<file path="src/sv/sts_pkg.sv">
// Shared types and constants for the sorted table search block.
// Used by the controller, the datapath, the top level and the checker.
package sts_pkg;

  // Field widths of the command word and result word
  localparam int CMD_W       = 1;
  localparam int IDX_FIELD_W = 10;
  localparam int VAL_W       = 64;
  localparam int LEN_W       = 11;
  localparam int RES_W       = 11;

  // Command codes
  localparam logic [CMD_W-1:0] CMD_LOAD   = 1'b0;
  localparam logic [CMD_W-1:0] CMD_SEARCH = 1'b1;

  // Register map: register index is paddr[2]
  localparam int ADDR_W = 3;
  localparam logic CFG_IDX_TABLE_LENGTH = 1'b0;

  typedef enum logic [1:0] {
    ST_IDLE,
    ST_PRIME,
    ST_PROBE,
    ST_DONE
  } sts_state_t;

  // Controller to datapath
  typedef struct packed {
    logic write;
    logic init;
    logic prime;
    logic probe;
  } sts_cmd_t;

  // Datapath to controller
  typedef struct packed {
    logic range_empty;
    logic probe_done;
  } sts_status_t;

endpackage

</file>
<file path="src/sv/sts_ctrl.sv">
// Controller state machine for the sorted table search block.
// Depends on sts_pkg; drives the datapath through sts_cmd_t.
module sts_ctrl (
  input  logic                      clk,
  input  logic                      rst,
  input  logic                      start,
  input  logic [sts_pkg::CMD_W-1:0] command,
  input  sts_pkg::sts_status_t      status,
  output sts_pkg::sts_cmd_t         cmd,
  output logic                      busy,
  output logic                      done
);
  import sts_pkg::*;

  sts_state_t state, state_next;
  logic       accept;

  assign accept = start && (state == ST_IDLE);

  // Advance the state
  always_ff @(posedge clk) begin
    if (rst) begin
      state <= ST_IDLE;
    end else begin
      state <= state_next;
    end
  end

  // Next state
  always_comb begin
    state_next = state;
    unique case (state)
      ST_IDLE: begin
        if (accept && command == CMD_SEARCH) state_next = ST_PRIME;
      end
      ST_PRIME: begin
        state_next = status.range_empty ? ST_DONE : ST_PROBE;
      end
      ST_PROBE: begin
        if (status.probe_done) state_next = ST_DONE;
      end
      ST_DONE: begin
        state_next = ST_IDLE;
      end
      default: state_next = ST_IDLE;
    endcase
  end

  // Outputs
  always_comb begin
    cmd  = '0;
    busy = 1'b1;
    done = 1'b0;
    unique case (state)
      ST_IDLE: begin
        busy      = 1'b0;
        cmd.write = accept && (command == CMD_LOAD);
        cmd.init  = accept && (command == CMD_SEARCH);
      end
      ST_PRIME: cmd.prime = 1'b1;
      ST_PROBE: cmd.probe = 1'b1;
      ST_DONE:  done = 1'b1;
      default:  busy = 1'b1;
    endcase
  end

endmodule

</file>
<file path="config.mk">
export PLATFORM = sky130hd
export DESIGN_NAME = sts_ctrl
export DESIGN_NICKNAME = d
export VERILOG_FILES = /design/src/sv/sts_pkg.sv /design/src/sv/sts_ctrl.sv
export SDC_FILE = /design/constraint.sdc
export NUM_CORES = 1
export LEC_CHECK = 0
export ABC_AREA = 1
export BUFFER_PORTS_ARGS = -buffer_cell sky130_fd_sc_hd__buf_2
export CORE_AREA = 5 5 42 44
export CTS_CLUSTER_DIAMETER = 80
export CTS_CLUSTER_SIZE = 25
export DETAILED_ROUTE_END_ITERATION = 6
export DIE_AREA = 0 0 47 49
export SLEW_MARGIN = 10
export SYNTH_ARGS = -nofsm -noshare
export SYNTH_HDL_FRONTEND = slang
export SYNTH_SLANG_ARGS = --single-unit
</file>
<file path="constraint.sdc">
create_clock -name clk -period 3.1 [get_ports clk]
set_clock_uncertainty 0.1 [all_clocks]
set_input_delay 0 -clock clk [delete_from_list [all_inputs] [get_ports clk]]
set_output_delay 0 -clock clk [all_outputs]
set_load 0.02 [all_outputs]
</file>
==> metrics <==
vias in the first global route=about 230; pre-CTS WS=roughly 1800 ps; Compound-Gate Fraction of Synth Area=between 4 and 5%; Placed Cells=just under 60; setup repair after global routing missed its margin=no; critical path class=reg2out; Final Instance Count excl. Fillers=62; Reg with most FFs=state; simple-gate area share of the yosys netlist=between 30% and 40%; CTS H-Tree Depth=1; syn nets=between 40 and 50; largest fanout on the critical path=5; Antenna Cells=0; Final setup viols=0; Hold Buf Count CTS=1; post-cts sizing count=0; worst hold slack=about 64 ps; commonest non-fill, non-tap cell in the layout=buf_2; mapped cell area=198 um^2; fmax=739 MHz; WP data required=3000 ps; largest family of logic cells by synthesized area=simple AND/OR/NAND/NOR gates; Least-Margin Pin Slew=around 170 ps; total setup buffers inserted after CTS=0; I/O Pins=12; CTS tree=yes; vias per cell=3.82; Post-Synthesis Cells=31; Total Routing Usage GR=under 10%; Seq/Total Area, Yosys=20.3%; placer congestion estimate=about 0.77; first-pass GRT wire length=~880 um; Mapped Avg Cell Area=6.38 um^2; Peak VDD IR=between 0.1 and 0.15 mV; Slew HR=about nine tenths; R2R Path End=state[0]; Clock Latency Late Sink=around 220 ps; Worst Reg-to-Reg Cells=7; largest registers=state: 2 flops; DRT Pass-1 Iters=2; Fin. Hold Viols=0; drt total wl=515 um; Reg clk slew, reported paths=30 ps; minimum clock period=roughly 1400 ps; Remaining DRCs=0; Initial DRC Count=1; setup TNS=0 ps; Yosys Warn Count=0; max FFs per register=2; post-synth cell types=10; area delta synth->final=54.4%; Hold Startpoint=status[0]; most frequent cells in the layout=buf_2, inv_1, nor2_1, nand2_1, ha_1; Core ar.=between 1000 and 1500 um^2; antenna-violating nets left=0; drt wl/cell=about 8.3 um; mux contribution to synthesized area=0%; worst-case clock buffer depth=2; P per Cell Area=1060 nW/um^2; Nets=just under 60; Die Area=roughly 2300 um^2; Static Leak=roughly 0.19 nW; Synth Area in Adders=about a quarter; reg2reg start=state[0]; Slew Viols, Final=0; Crit. Startpoint=state[0]; GRT overflow=0; PnR worst setup slack=1750 ps; Vias=~240; CTS buffer count=3; Critical Path End=cmd[2]; pin count of the biggest net entering global routing=6; outcome=finished, final reports clean; Critical Path AT=1250 ps; root buffer cell=clkbuf_4; Die X=47 um; Port Buf Inserts=11; Die Y-Extent=slightly below 50 um; Hold/Removal Path Class=in2reg; row cnt=14; Worst setup EP type=output pin; FF+latch count, synth=2; antenna violations before repair=0; type of origin of the critical path=flop; share of cells above drive strength 1=between 30 and 40%; half-perimeter wire length after placement=418 um; reg-to-reg slack, setup=1790 ps; initial core utilization=roughly 14%; final period utilization=43.7%; clk sink count=2; xor-xnor portion of the synthesized cell area=0%; fillers=between 150 and 200; Max Cap Viol=0
[critical path, cell delays in order (launching register included)]
cell and delay, ps:
dfxtp_1 390, inv_1 100, ha_1 250, nand3_1 100, inv_1 40, buf_2 150
[through the flow]
step	utilization (%)	power, mW	cell area, um^2
global placement	19.5	0.264	273
CTS	21.8	0.333	305
floorplan	-	0.216	198
detailed placement	19.5	0.270	273
global route	21.8	0.365	305
finish	21.8	0.324	305
[worst min path at each step]
stage / to / slack [ps] / cells after the start
global placement: state[1] / 160 / 4
floorplan: cmd[3] / -20 / 1
finish: state[1] / 60 / 6
detailed placement: state[1] / 160 / 4
global route: state[1] / 110 / 6
CTS: state[1] / 60 / 6
[where the power goes]
| group | switching, mW | internal [mW] |
|---|---|---|
| combinational | 0.133 | 0.0764 |
| clock | 0.0152 | 0.0427 |
| sequential | 0.0172 | 0.0398 |
[metal layers]
metal	global-route usage (%)	vias to the layer above	share of wire, %
met5	0	-	0
met4	8.29	0	1.9
met3	2.21	2	9.9
met2	8.60	6	53
met1	4.81	106	35
li1	-	123	-
[layout make-up]
cell class                 instances  area [um^2]  area share (%)
inverter                           8         30.0            9.84
sequential                         2         40.0            13.1
multi-input combinational         21          128            41.8
tap                               16         20.0            6.56
clock buffer                       3         22.5            7.38
timing repair buffer              12         65.1            21.3
[synth_stat cells, drive strengths merged]
| library cell | count | area share (%) |
|---|---|---|
| a21oi | 1 | 4.4 |
| dfxtp | 2 | 20 |
| ha | 4 | 25 |
| inv | 8 | 15 |
| nand2 | 6 | 13 |
| nand3 | 3 | 7.6 |
| nand4 | 1 | 3.2 |
| nor2 | 6 | 11 |
[cell families after synthesis]
group	Yosys count
flip-flops	2
AO/OA/AOI/OAI	1
adder cells (fa/ha/maj)	4
AND/OR/NAND/NOR	16
buffers and inverters	8
Power figures use the tool's default switching activity.
